**config.mk**
```make
export PLATFORM = sky130hd
export DESIGN_NAME = priority_ready_queue_scheduler_top
export DESIGN_NICKNAME = d
export VERILOG_FILES = /design/src/rtl/core/prqs_pkg.sv /design/src/rtl/core/prqs_ctrl.sv /design/src/rtl/core/prqs_datapath.sv /design/src/rtl/core/priority_ready_queue_scheduler_top.sv
export SDC_FILE = /design/constraint.sdc
export NUM_CORES = 1
export LEC_CHECK = 0
export BUFFER_PORTS_ARGS = -buffer_cell sky130_fd_sc_hd__buf_2
export CORE_ASPECT_RATIO = 1.1
export CORE_UTILIZATION = 55
export DETAILED_ROUTE_END_ITERATION = 8
export PLACE_DENSITY = 0.72
export RECOVER_POWER = 25
export SYNTH_ARGS = -nofsm -noshare
export SYNTH_HDL_FRONTEND = slang
export SYNTH_SLANG_ARGS = --single-unit
```
**constraint.sdc**
```tcl
create_clock -name clock -period 5.2 [get_ports clock]
set_input_delay 0.78 -clock clock [delete_from_list [all_inputs] [get_ports clock]]
set_output_delay 0.78 -clock clock [all_outputs]
set_load 0.01 [all_outputs]
```
**src/rtl/core/prqs_pkg.sv**
```systemverilog
// ----------------------------------------------------------------------------
// prqs_pkg
// shared constants, types and helpers of the priority ready-queue scheduler
// ----------------------------------------------------------------------------
package prqs_pkg;

   localparam int NUM_TASKS  = 16;
   localparam int NUM_LEVELS = 16;
   localparam int ID_W       = $clog2(NUM_TASKS);
   localparam int LVL_W      = $clog2(NUM_LEVELS);
   localparam int FIELD_W    = 4;
   localparam int REQ_W      = 16;
   localparam int RSP_W      = 16;

   typedef enum logic [1:0] {
      CMD_READY   = 2'd0,
      CMD_SWITCH  = 2'd1,
      CMD_YIELD   = 2'd2,
      CMD_SETPRIO = 2'd3
   } cmd_type;

   typedef struct packed {
      logic capture;
      logic push_new;
      logic push_run;
      logic pop;
      logic set_prio;
      logic load_rsp;
   } prqs_ctl_type;

   typedef struct packed {
      cmd_type req_cmd;
      cmd_type cmd;
      logic    run_active;
      logic    preempt;
      logic    rsp_free;
   } prqs_sts_type;

   function automatic logic [LVL_W-1:0] clamp_level(input logic [FIELD_W-1:0] p);
      logic [LVL_W-1:0] r;
      if (int'(p) >= NUM_LEVELS) begin
         r = LVL_W'(NUM_LEVELS - 1);
      end else begin
         r = LVL_W'(p);
      end
      return r;
   endfunction

   function automatic logic [LVL_W-1:0] lowest_level(input logic [NUM_LEVELS-1:0] m);
      logic [LVL_W-1:0] r;
      r = '0;
      for (int l = NUM_LEVELS - 1; l >= 0; l--) begin
         if (m[l]) begin
            r = LVL_W'(l);
         end
      end
      return r;
   endfunction

endpackage

```
**src/rtl/core/prqs_ctrl.sv**
```systemverilog
// ----------------------------------------------------------------------------
// prqs_ctrl
// command sequencer: steps each command through what it needs of push, re-queue and pop
// ----------------------------------------------------------------------------
module prqs_ctrl
   import prqs_pkg::*;
(
   input  logic         clock,
   input  logic         reset,
   input  logic         req_tvalid,
   output logic         req_tready,
   input  prqs_sts_type sts,
   output prqs_ctl_type ctl
);

   typedef enum logic [4:0] {
      ST_IDLE = 5'b00001,
      ST_PUSH = 5'b00010,
      ST_REQ  = 5'b00100,
      ST_POP  = 5'b01000,
      ST_DONE = 5'b10000
   } state_type;

   state_type state_ff, state_in;

   always_comb begin
      state_in   = state_ff;
      ctl        = '0;
      req_tready = 1'b0;
      unique case (state_ff)
         ST_IDLE: begin
            req_tready = 1'b1;
            if (req_tvalid) begin
               ctl.capture = 1'b1;
               unique case (sts.req_cmd)
                  CMD_READY:   state_in = ST_PUSH;
                  CMD_SWITCH:  state_in = sts.run_active ? ST_REQ : ST_POP;
                  CMD_YIELD:   state_in = sts.run_active ? ST_REQ : ST_DONE;
                  CMD_SETPRIO: state_in = ST_DONE;
                  default:     state_in = ST_DONE;
               endcase
            end
         end
         ST_PUSH: begin
            ctl.push_new = 1'b1;
            state_in = sts.preempt ? ST_REQ : ST_DONE;
         end
         ST_REQ: begin
            ctl.push_run = 1'b1;
            state_in = (sts.cmd == CMD_SWITCH) ? ST_POP : ST_DONE;
         end
         ST_POP: begin
            ctl.pop  = 1'b1;
            state_in = ST_DONE;
         end
         ST_DONE: begin
            ctl.set_prio = (sts.cmd == CMD_SETPRIO);
            if (sts.rsp_free) begin
               ctl.load_rsp = 1'b1;
               state_in     = ST_IDLE;
            end
         end
         default: state_in = ST_IDLE;
      endcase
   end

   always_ff @(posedge clock) begin
      if (reset) begin
         state_ff <= ST_IDLE;
      end else begin
         state_ff <= state_in;
      end
   end

endmodule

```
**src/rtl/core/prqs_datapath.sv**
```systemverilog
// ----------------------------------------------------------------------------
// prqs_datapath
// per-level linked queues, ready mask, running task state and result register
// ----------------------------------------------------------------------------
module prqs_datapath
   import prqs_pkg::*;
(
   input  logic             clock,
   input  logic             reset,
   input  logic [REQ_W-1:0] req_tdata,
   output logic             rsp_tvalid,
   input  logic             rsp_tready,
   output logic [RSP_W-1:0] rsp_tdata,
   input  prqs_ctl_type     ctl,
   output prqs_sts_type     sts
);

   logic [ID_W-1:0]       next_link_ff [NUM_TASKS];
   logic [ID_W-1:0]       head_ff      [NUM_LEVELS];
   logic [ID_W-1:0]       tail_ff      [NUM_LEVELS];

   cmd_type               cmd_ff, cmd_in;
   logic [FIELD_W-1:0]    id_ff, id_in;
   logic [LVL_W-1:0]      lvl_ff, lvl_in;
   logic                  id_ok_ff, id_ok_in;
   logic [NUM_LEVELS-1:0] mask_ff, mask_in;
   logic [ID_W-1:0]       run_id_ff, run_id_in;
   logic [LVL_W-1:0]      run_lvl_ff, run_lvl_in;
   logic                  active_ff, active_in;
   logic                  pend_ff, pend_in;
   logic                  changed_ff, changed_in;
   logic                  err_ff, err_in;
   logic                  rsp_valid_ff, rsp_valid_in;
   logic [RSP_W-1:0]      rsp_data_ff, rsp_data_in;

   logic                  push_en;
   logic [ID_W-1:0]       p_id;
   logic [LVL_W-1:0]      p_lvl;
   logic                  p_hit;
   logic [LVL_W-1:0]      pop_lvl;
   logic [ID_W-1:0]       pop_id;
   logic [ID_W-1:0]       pop_next;
   logic                  pop_last;
   logic                  pop_ok;
   logic [LVL_W-1:0]      tail_addr;
   logic [ID_W-1:0]       tail_rd;
   logic                  head_we;
   logic [LVL_W-1:0]      head_addr;
   logic [ID_W-1:0]       head_wd;
   logic                  link_we;

   // shared push and pop address paths
   always_comb begin
      push_en   = (ctl.push_new & id_ok_ff) | ctl.push_run;
      p_id      = ctl.push_run ? run_id_ff : ID_W'(id_ff);
      p_lvl     = ctl.push_run ? run_lvl_ff : lvl_ff;
      p_hit     = mask_ff[p_lvl];
      pop_lvl   = lowest_level(mask_ff);
      pop_ok    = ctl.pop & (mask_ff != '0);
      pop_id    = head_ff[pop_lvl];
      pop_next  = next_link_ff[pop_id];
      tail_addr = ctl.pop ? pop_lvl : p_lvl;
      tail_rd   = tail_ff[tail_addr];
      pop_last  = (pop_id == tail_rd);
      link_we   = push_en & p_hit;
      head_we   = (push_en & ~p_hit) | (pop_ok & ~pop_last);
      head_addr = pop_ok ? pop_lvl : p_lvl;
      head_wd   = pop_ok ? pop_next : p_id;
   end

   always_ff @(posedge clock) begin
      if (link_we) begin
         next_link_ff[tail_rd] <= p_id;
      end
      if (head_we) begin
         head_ff[head_addr] <= head_wd;
      end
      if (push_en) begin
         tail_ff[p_lvl] <= p_id;
      end
   end

   always_comb begin
      cmd_in     = cmd_ff;
      id_in      = id_ff;
      lvl_in     = lvl_ff;
      id_ok_in   = id_ok_ff;
      mask_in    = mask_ff;
      run_id_in  = run_id_ff;
      run_lvl_in = run_lvl_ff;
      active_in  = active_ff;
      pend_in    = pend_ff;
      changed_in = changed_ff;
      err_in     = err_ff;

      if (ctl.capture) begin
         cmd_in     = cmd_type'(req_tdata[1:0]);
         id_in      = req_tdata[2 +: FIELD_W];
         lvl_in     = clamp_level(req_tdata[2+FIELD_W +: FIELD_W]);
         id_ok_in   = (int'(req_tdata[2 +: FIELD_W]) < NUM_TASKS);
         pend_in    = (cmd_type'(req_tdata[1:0]) == CMD_YIELD);
         changed_in = 1'b0;
         err_in     = 1'b0;
      end
      if (push_en) begin
         mask_in[p_lvl] = 1'b1;
      end
      if (ctl.push_run) begin
         active_in = 1'b0;
         if (cmd_ff == CMD_READY) begin
            pend_in = 1'b1;
         end
      end
      if (ctl.pop) begin
         if (mask_ff == '0) begin
            err_in = 1'b1;
         end else begin
            if (pop_last) begin
               mask_in[pop_lvl] = 1'b0;
            end
            run_id_in  = pop_id;
            run_lvl_in = pop_lvl;
            active_in  = 1'b1;
            changed_in = (pop_id != run_id_ff);
         end
      end
      if (ctl.set_prio) begin
         run_lvl_in = lvl_ff;
      end
   end

   // result word
   always_comb begin
      rsp_data_in = '0;
      rsp_data_in[0 +: FIELD_W]         = FIELD_W'(run_id_in);
      rsp_data_in[FIELD_W +: FIELD_W]   = FIELD_W'(run_lvl_in);
      rsp_data_in[2*FIELD_W]            = pend_ff;
      rsp_data_in[2*FIELD_W+1]          = changed_ff;
      rsp_data_in[2*FIELD_W+2]          = err_ff;
      rsp_valid_in = rsp_valid_ff & ~rsp_tready;
      if (ctl.load_rsp) begin
         rsp_valid_in = 1'b1;
      end
   end

   always_ff @(posedge clock) begin
      if (reset) begin
         mask_ff      <= '0;
         run_id_ff    <= '0;
         run_lvl_ff   <= '0;
         active_ff    <= 1'b0;
         rsp_valid_ff <= 1'b0;
         cmd_ff       <= CMD_READY;
      end else begin
         mask_ff      <= mask_in;
         run_id_ff    <= run_id_in;
         run_lvl_ff   <= run_lvl_in;
         active_ff    <= active_in;
         rsp_valid_ff <= rsp_valid_in;
         cmd_ff       <= cmd_in;
      end
   end

   always_ff @(posedge clock) begin
      id_ff      <= id_in;
      lvl_ff     <= lvl_in;
      id_ok_ff   <= id_ok_in;
      pend_ff    <= pend_in;
      changed_ff <= changed_in;
      err_ff     <= err_in;
      if (ctl.load_rsp) begin
         rsp_data_ff <= rsp_data_in;
      end
   end

   assign rsp_tvalid     = rsp_valid_ff;
   assign rsp_tdata      = rsp_data_ff;
   assign sts.req_cmd    = cmd_type'(req_tdata[1:0]);
   assign sts.cmd        = cmd_ff;
   assign sts.run_active = active_ff;
   assign sts.preempt    = id_ok_ff & active_ff & (lvl_ff < run_lvl_ff);
   assign sts.rsp_free   = ~rsp_valid_ff | rsp_tready;

endmodule

```
**src/rtl/core/priority_ready_queue_scheduler_top.sv**
```systemverilog
// ----------------------------------------------------------------------------
// priority_ready_queue_scheduler_top
// task scheduler with one linked ready queue per priority level
// ----------------------------------------------------------------------------
// commands: a request is captured in idle, then steps through push, re-queue and
// pop as it needs and ends in done, where the result is loaded once the response
// slot is free; one command at a time, set by the push/re-queue/pop steps that
// share the single write port of each queue table
// reset: synchronous, clears ready mask, running state and response valid; queue
// tables hold no reset value, so no clearing pass is needed
module priority_ready_queue_scheduler_top
   import prqs_pkg::*;
(
   input  logic             clock,
   input  logic             reset,
   input  logic             req_tvalid,
   output logic             req_tready,
   input  logic [REQ_W-1:0] req_tdata,   // cmd, task_id, task_priority
   output logic             rsp_tvalid,
   input  logic             rsp_tready,
   output logic [RSP_W-1:0] rsp_tdata    // run_task, run_priority, switch_pending,
                                         // task_changed, status
);

   prqs_ctl_type ctl;
   prqs_sts_type sts;

   prqs_ctrl u_ctrl (
      .clock      (clock),
      .reset      (reset),
      .req_tvalid (req_tvalid),
      .req_tready (req_tready),
      .sts        (sts),
      .ctl        (ctl)
   );

   prqs_datapath u_datapath (
      .clock      (clock),
      .reset      (reset),
      .req_tdata  (req_tdata),
      .rsp_tvalid (rsp_tvalid),
      .rsp_tready (rsp_tready),
      .rsp_tdata  (rsp_tdata),
      .ctl        (ctl),
      .sts        (sts)
   );

endmodule
```
* Word-level counts from Yosys, hierarchy flattened *
Memory sizes are Yosys's and may differ from the RTL's.
Cells that the tools add are included.

storage, ports and cells
  logic and storage cells = 129
  RAM bits = 192
  memories = 3
  bits of input ports = 20
  output and inout port bits = 18
  register bits after elaboration = 55

cells by class
  multiplexer cells = 71
  equality and inequality tests = 14
  reduce and logical (&&, ||, !) cells = 7
  $lt $le $gt $ge = 5
  bitwise operators = 16

memory list
  memory                   depth  bits a word  read ports  clocked after Yosys merged registers in  write ports  line                 RTL
  u_datapath.head_ff       16     4            1           0                                        1            prqs_datapath.sv:19  logic [ID_W-1:0] head_ff [NUM_LEVELS];
  u_datapath.next_link_ff  16     4            1           0                                        1            prqs_datapath.sv:18  logic [ID_W-1:0] next_link_ff [NUM_TASKS];
  u_datapath.tail_ff       16     4            1           0                                        1            prqs_datapath.sv:20  logic [ID_W-1:0] tail_ff [NUM_LEVELS];

operators with widths
  operator              number
  $mux W4               27
  $mux W16              4
  $mux W1               29
  $mux W5               5
  $pmux W5 S5           1
  $pmux W5 S4           1
  $and A16 B16 Y16      1
  $logic_not A16 Y1     1
  $not A16 Y16          1
  $or A16 B16 Y16       1
  $reduce_bool A16 Y1   1
  $lt A4 B5 Y1 const B  2
  $demux W1 S4          2
  $ge A4 B1 Y1 const B  2
  $and A1 B1 Y1         6
  $eq A2 B2 Y1 const B  3
  $eq A5 B1 Y1 const B  1
  $eq A5 B2 Y1 const B  1
  $eq A5 B3 Y1 const B  1
  $eq A5 B4 Y1 const B  1
  $eq A5 B5 Y1 const B  1
  $bmux W1 S4           1
  $eq A2 B1 Y1 const B  2
  $eq A4 B4 Y1          1
  9 further kinds       17

* Depth between registers and ports, before layout *
  word-level depth = 25
  depth in mapped cells = 16

* Cells and area by module *
Synthesis repeated with hierarchy kept, for this count alone.

second synthesis, totals
  cell total of the unflattened synthesis = 898
  area, all modules = 11,400.9 µm²

by module, submodules not included
  module         sequential area each (µm²)  cells each  instances  area each (µm²)
  prqs_datapath  6,956.7                     853         1          11,029.3
  prqs_ctrl      100.1                       45          1          371.6

* Least setup slack after synthesis *
Ideal clock, no wire load.

  kind = register -> register
  start = register u_datapath.mask_ff[8]
  end = memory u_datapath.head_ff[0][1] in the netlist's numbering, data pin
  clock period less this slack = 3.685 ns
  data arrival time = 3.382 ns
  required time = 4.898 ns
  path buffers = 4
  path slack = 1.515 ns
  cell stages (with the launch flop) = 15
  setup time = 0.302 ns
  path through = dfxtp_1 -> or3b_1 -> a31o_1 -> o21a_1 -> buf_2 -> buf_2 -> buf_2 -> mux2i_1 -> a22oi_1 -> nand4_1 -> buf_2 -> mux2i_1 -> a31oi_1 -> o211ai_1 -> a31oi_1

on the way
  longest elaborated chain between the ends = 12
  elaborated cells on any way between the ends = 14
  those cells by class = mux (10); bitwise (1); reduce/logical (1); memory (2)

RTL lines
  item                          line                  RTL
  start, declared               prqs_datapath.sv:26   logic [NUM_LEVELS-1:0] mask_ff, mask_in;
  start signal, assigned        prqs_datapath.sv:155  mask_ff <= mask_in;
  $mux W4 (9 in series)         prqs_pkg.sv:53        if (m[l]) begin
  $mem_v2 Z16 W4 (2 in series)  n/a
  $mux W4 (*)                   prqs_datapath.sv:68   head_wd = pop_ok ? pop_next : p_id;
  via u_datapath.head_wd[1]     prqs_datapath.sv:49   logic [ID_W-1:0] head_wd;
  end, declared                 prqs_datapath.sv:19

Mark *: on every way through the listed nets, which the timed path passes. The rest lies on a longest branch.

* Worst setup path in the final report *
  start = register u_datapath.mask_ff[0]
  end = memory u_datapath.head_ff[2][3] in the netlist's numbering, data pin

on the way
  longest elaborated chain between the ends = 4
  elaborated cells on any way between the ends = 6
  those cells by class = mux (2); bitwise (1); reduce/logical (1); memory (2)

RTL lines
  item                          line
  $mux W4                       prqs_pkg.sv:53
  $mem_v2 Z16 W4 (2 in series)  n/a
  $mux W4 (*)                   prqs_datapath.sv:68
  via u_datapath.head_wd[3]     prqs_datapath.sv:49

Marked as above.

==> flow_summary.rst <==
.. list-table::
   :header-rows: 1

   * - Metric
     - Value
   * - Number of cells upsized or downsized after cts
     - 0
   * - Total I/O pin count
     - 38
   * - Final net count
     - 1009
   * - Most common library cell in the layout ignoring fill and taps
     - sky130_fd_sc_hd__edfxtp_1
   * - Total inserted antenna cells
     - 0
   * - Worst Path Arrival
     - 5.04 ns
   * - Die height
     - 152.6 µm
   * - H-tree depth reported by CTS
     - 1
   * - Area of the core
     - 20000 µm²
   * - Total number of yosys warnings
     - 0
   * - CTS Sinks
     - 247
   * - Critical path launch point
     - u_datapath.mask_ff[0]$_SDFF_PP0_
   * - Result of the run
     - complete, but fails checks
   * - Routed wire per std cell
     - 22.88 µm
   * - TritonCTS clock tree
     - done
   * - Most instantiated flip-flop cell in the synthesis netlist
     - sky130_fd_sc_hd__edfxtp_1
   * - Number of violations reported at the end of detailed-routing iteration 0
     - 709
   * - Placed Instance Area
     - 11850 µm²
   * - Library cell contributing the largest single delay on the critical path
     - sky130_fd_sc_hd__nand4_1
   * - Filler-free cell count of the finished design
     - 1258
   * - Clock-pin slew of the registers on the worst-case setup and hold paths
     - 0.06 ns
   * - Gr ovfl total
     - 0
   * - Later-pin clock latency in the skew report
     - 0.53 ns
   * - RSZ-0062 raised after global routing
     - no
   * - Leading cell types by total area after synthesis
     - sky130_fd_sc_hd__edfxtp_1, sky130_fd_sc_hd__dfxtp_1, sky130_fd_sc_hd__mux2i_1
   * - Final worst path period need
     - 4.787 ns
   * - Number of hold violations in the final report
     - 0
   * - Critical path endpoint category
     - register
   * - Critical-path maximum fanout
     - 16
   * - Commonest cells after routing, fill and taps aside
     - sky130_fd_sc_hd__edfxtp_1, sky130_fd_sc_hd__nand2_1, sky130_fd_sc_hd__nor2_1, sky130_fd_sc_hd__mux2i_1, sky130_fd_sc_hd__a21oi_1
   * - Pins Over Slew Limit
     - 0
   * - Final HPWL DP
     - 19.86 mm
   * - Post-route cell area
     - 12690 µm²
   * - Number of enable flip-flop cells after synthesis
     - 211
   * - Die X
     - 138.9 µm
   * - Share of Yosys cell area claimed by the top area cell type
     - 55.84%
   * - Critical R2R Launch
     - u_datapath.mask_ff[0]$_SDFF_PP0_
   * - Category of the worst setup path launch point
     - register
   * - Async S/R FF share, synth
     - 0%
   * - Share of the yosys chip area belonging to registers
     - 62.20%
   * - Port bufs
     - 26
   * - Cell at the root of the clock tree
     - sky130_fd_sc_hd__clkbuf_16
   * - Number of detailed-routing iterations run before antenna repair
     - 9
   * - Proportion of layout cells with a drive suffix above 1
     - 10.64%
   * - Worst slew margin
     - 30.37%
   * - GR Util All Layers
     - 27.26%
   * - Initial antenna violation count
     - 0
   * - Placement row count
     - 54
   * - Growth of design area from synthesis to finish
     - 11.89%
   * - Total leakage power
     - 4.521 nW
   * - Buffers inserted during post-CTS setup optimization
     - 0
   * - Post-placement cell count
     - 1210
   * - CP dominant cell by count
     - sky130_fd_sc_hd__nor2_1
   * - Hold_ws
     - 0.4196 ns
   * - Area of the die
     - 21210 µm²
   * - Initial Util
     - 56.73%
   * - Flop and latch count out of synthesis
     - 247
   * - Internal reg-to-reg setup slack
     - 0.41 ns
   * - Worst Clk Skew
     - 0.01756 ns
   * - Start-to-end type of the worst setup path
     - reg -> reg
   * - Cell taking the most area after synthesis
     - sky130_fd_sc_hd__edfxtp_1
   * - Class of the most critical hold timing path
     - in -> reg
   * - Clock buffer depth
     - 3
   * - Final period util
     - 92.06%
   * - Violated checks
     - design-rule violations
   * - Routability-driven placement congestion ratio
     - 0.9638
   * - Pwr/cell area
     - 355.7 nW/µm²
   * - Post-route setup TNS
     - 0 ns
   * - Highest Clock Rate
     - 0.2089 GHz
   * - Global-route wire length before repair
     - 43.75 mm
   * - Maximum ir drop on the vdd rail
     - 0.2470 mV
   * - Aggregate routed wire length
     - 28.78 mm
   * - Maximum number of pins on one net before global-route repair
     - 32
   * - Final setup violation count
     - 0
   * - Quantity of hold-fixing buffers added after cts
     - 0
   * - Distinct cell type count of the synthesized netlist
     - 80
   * - Via count of the first global-routing pass
     - 7681
   * - Series of cell instances along the critical path
     - or4_1 -> nor2_1 -> nand2_1 -> nor3_2 -> a22oi_1 -> nand4_1 -> mux2_2 -> nor2_1 -> a311oi_1 -> o21bai_1 -> a21oi_1 -> buf_4
   * - Tightest Pin Transition
     - 1.042 ns
   * - Max-cap violations
     - 0
   * - Data required, critical path
     - 5.46 ns
   * - Post-Synthesis Cells
     - 936
   * - Mean Syn Cell Area
     - 12.12 µm²
   * - Overall via count from detail_route
     - 8062
   * - Combined area of all synthesized cells
     - 11350 µm²
   * - Post-route ant nets
     - 0
   * - Vias per cell
     - 6.409
   * - CTS Buf Count
     - 26
   * - Number of remaining DRC errors
     - 4
   * - Biggest cell delay along the critical path
     - 0.65 ns
   * - Hold Crit Start
     - req_tdata[5]
synth_stat cells (12+ instances only):
cell,count
sky130_fd_sc_hd__nor2b_1,18
sky130_fd_sc_hd__clkbuf_1,15
sky130_fd_sc_hd__edfxtp_1,211
sky130_fd_sc_hd__and3_1,12
sky130_fd_sc_hd__mux2i_1,69
sky130_fd_sc_hd__inv_1,26
sky130_fd_sc_hd__buf_2,14
sky130_fd_sc_hd__a21oi_1,58
sky130_fd_sc_hd__o21bai_1,18
sky130_fd_sc_hd__o21ai_0,28
sky130_fd_sc_hd__nand2_1,97
sky130_fd_sc_hd__nor3_1,14
sky130_fd_sc_hd__dfxtp_1,36
sky130_fd_sc_hd__nand3_1,14
sky130_fd_sc_hd__a31oi_1,20
sky130_fd_sc_hd__nor2_1,74
kinds of logic (layout without fill, tap and decap cells):
| group | Yosys count | in the layout | share of synthesized area, % |
|---|---|---|---|
| compound gates | 241 | 241 | 14.60 |
| xor+xnor | 6 | 6 | 0.4632 |
| fa+ha+maj | 3 | 3 | 0.3309 |
| buf+inv | 67 | 133 | 2.768 |
| flops | 247 | 247 | 62.20 |
| mux | 79 | 79 | 7.080 |
| other cells | 1 | 5 | 0.03305 |
| simple gates | 292 | 292 | 12.53 |
registers in the layout, indices dropped and copies added, names as in the netlist:
| signal | cells |
|---|---|
| u_datapath.head_ff | 64 |
| u_datapath.run_lvl_ff | 4 |
| u_datapath.pend_ff | 1 |
| u_datapath.err_ff | 1 |
| u_datapath.run_id_ff | 4 |
| u_datapath.active_ff | 1 |
| u_datapath.mask_ff | 16 |
| u_datapath.changed_ff | 1 |
| u_datapath.rsp_tdata | 11 |
| u_datapath.cmd_ff | 2 |
| u_datapath.rsp_tvalid | 1 |
| u_datapath.lvl_ff | 4 |
| u_datapath.next_link_ff | 64 |
| u_datapath.tail_ff | 64 |
| u_ctrl.state_ff | 5 |
| u_datapath.id_ff | 4 |
routing by layer:
| layer | share of wire (%) | vias to the layer above | GRT usage, % |
|---|---|---|---|
| met1 | 41 | 3902 | 36.54 |
| li1 | - | 3681 | - |
| met2 | 46 | 401 | 43.77 |
| met3 | 9.0 | 78 | 5.657 |
| met4 | 3.6 | 0 | 10.58 |
| met5 | 0 | - | 0 |
cell type report:
class / instances / area, µm²
Clock inverter: 14 / 143.9
Multi-Input combinational cell: 626 / 3994
Inverter: 27 / 101.3
Fill cell: 1530 / 7305
Timing Repair Buffer: 58 / 351.6
Tap cell: 252 / 315.3
Sequential cell: 247 / 7057
Clock buffer: 34 / 732.0
stage by stage:
stage               total power (W)  worst slack, ns  util [%]
CTS                        0.004527           0.6141     63.64
global route               0.004625           0.2202     63.48
detailed placement         0.002659           0.6351     59.27
global placement           0.002653           0.6819     59.27
finish                     0.004515           0.4130     63.48
floorplan                  0.002531            1.515         -
worst max-delay path, delay by kind of cell (launching register included):
family,cells,cell delay (ns)
AND/OR/NAND/NOR,6,2.65
flip-flops,1,0.42
AO/OA/AOI/OAI,4,0.77
multiplexers,1,0.42
buffers and inverters,1,0.23
worst paths after layout:
kind / endpoint / depth (start not counted)
worst max-delay path: u_datapath.head_ff[2][3]$_DFFE_PP_ / 12
worst max register to register: u_datapath.head_ff[2][3]$_DFFE_PP_ / 12
worst min register to register: u_datapath.rsp_tdata[8]$_DFFE_PP_ / 0
worst min-delay path: u_datapath.id_ff[3]$_DFFE_PP_ / 1
where the power goes:
part | internal [W] | total, W | leakage [nW] | switching (W)
Clock | 0.00113 | 0.00188 | 0.430 | 0.000750
Combinational | 0.000131 | 0.000421 | 1.88 | 0.000290
Sequential | 0.00219 | 0.00221 | 2.21 | 0.0000155
(Power assumes the default switching activity.)
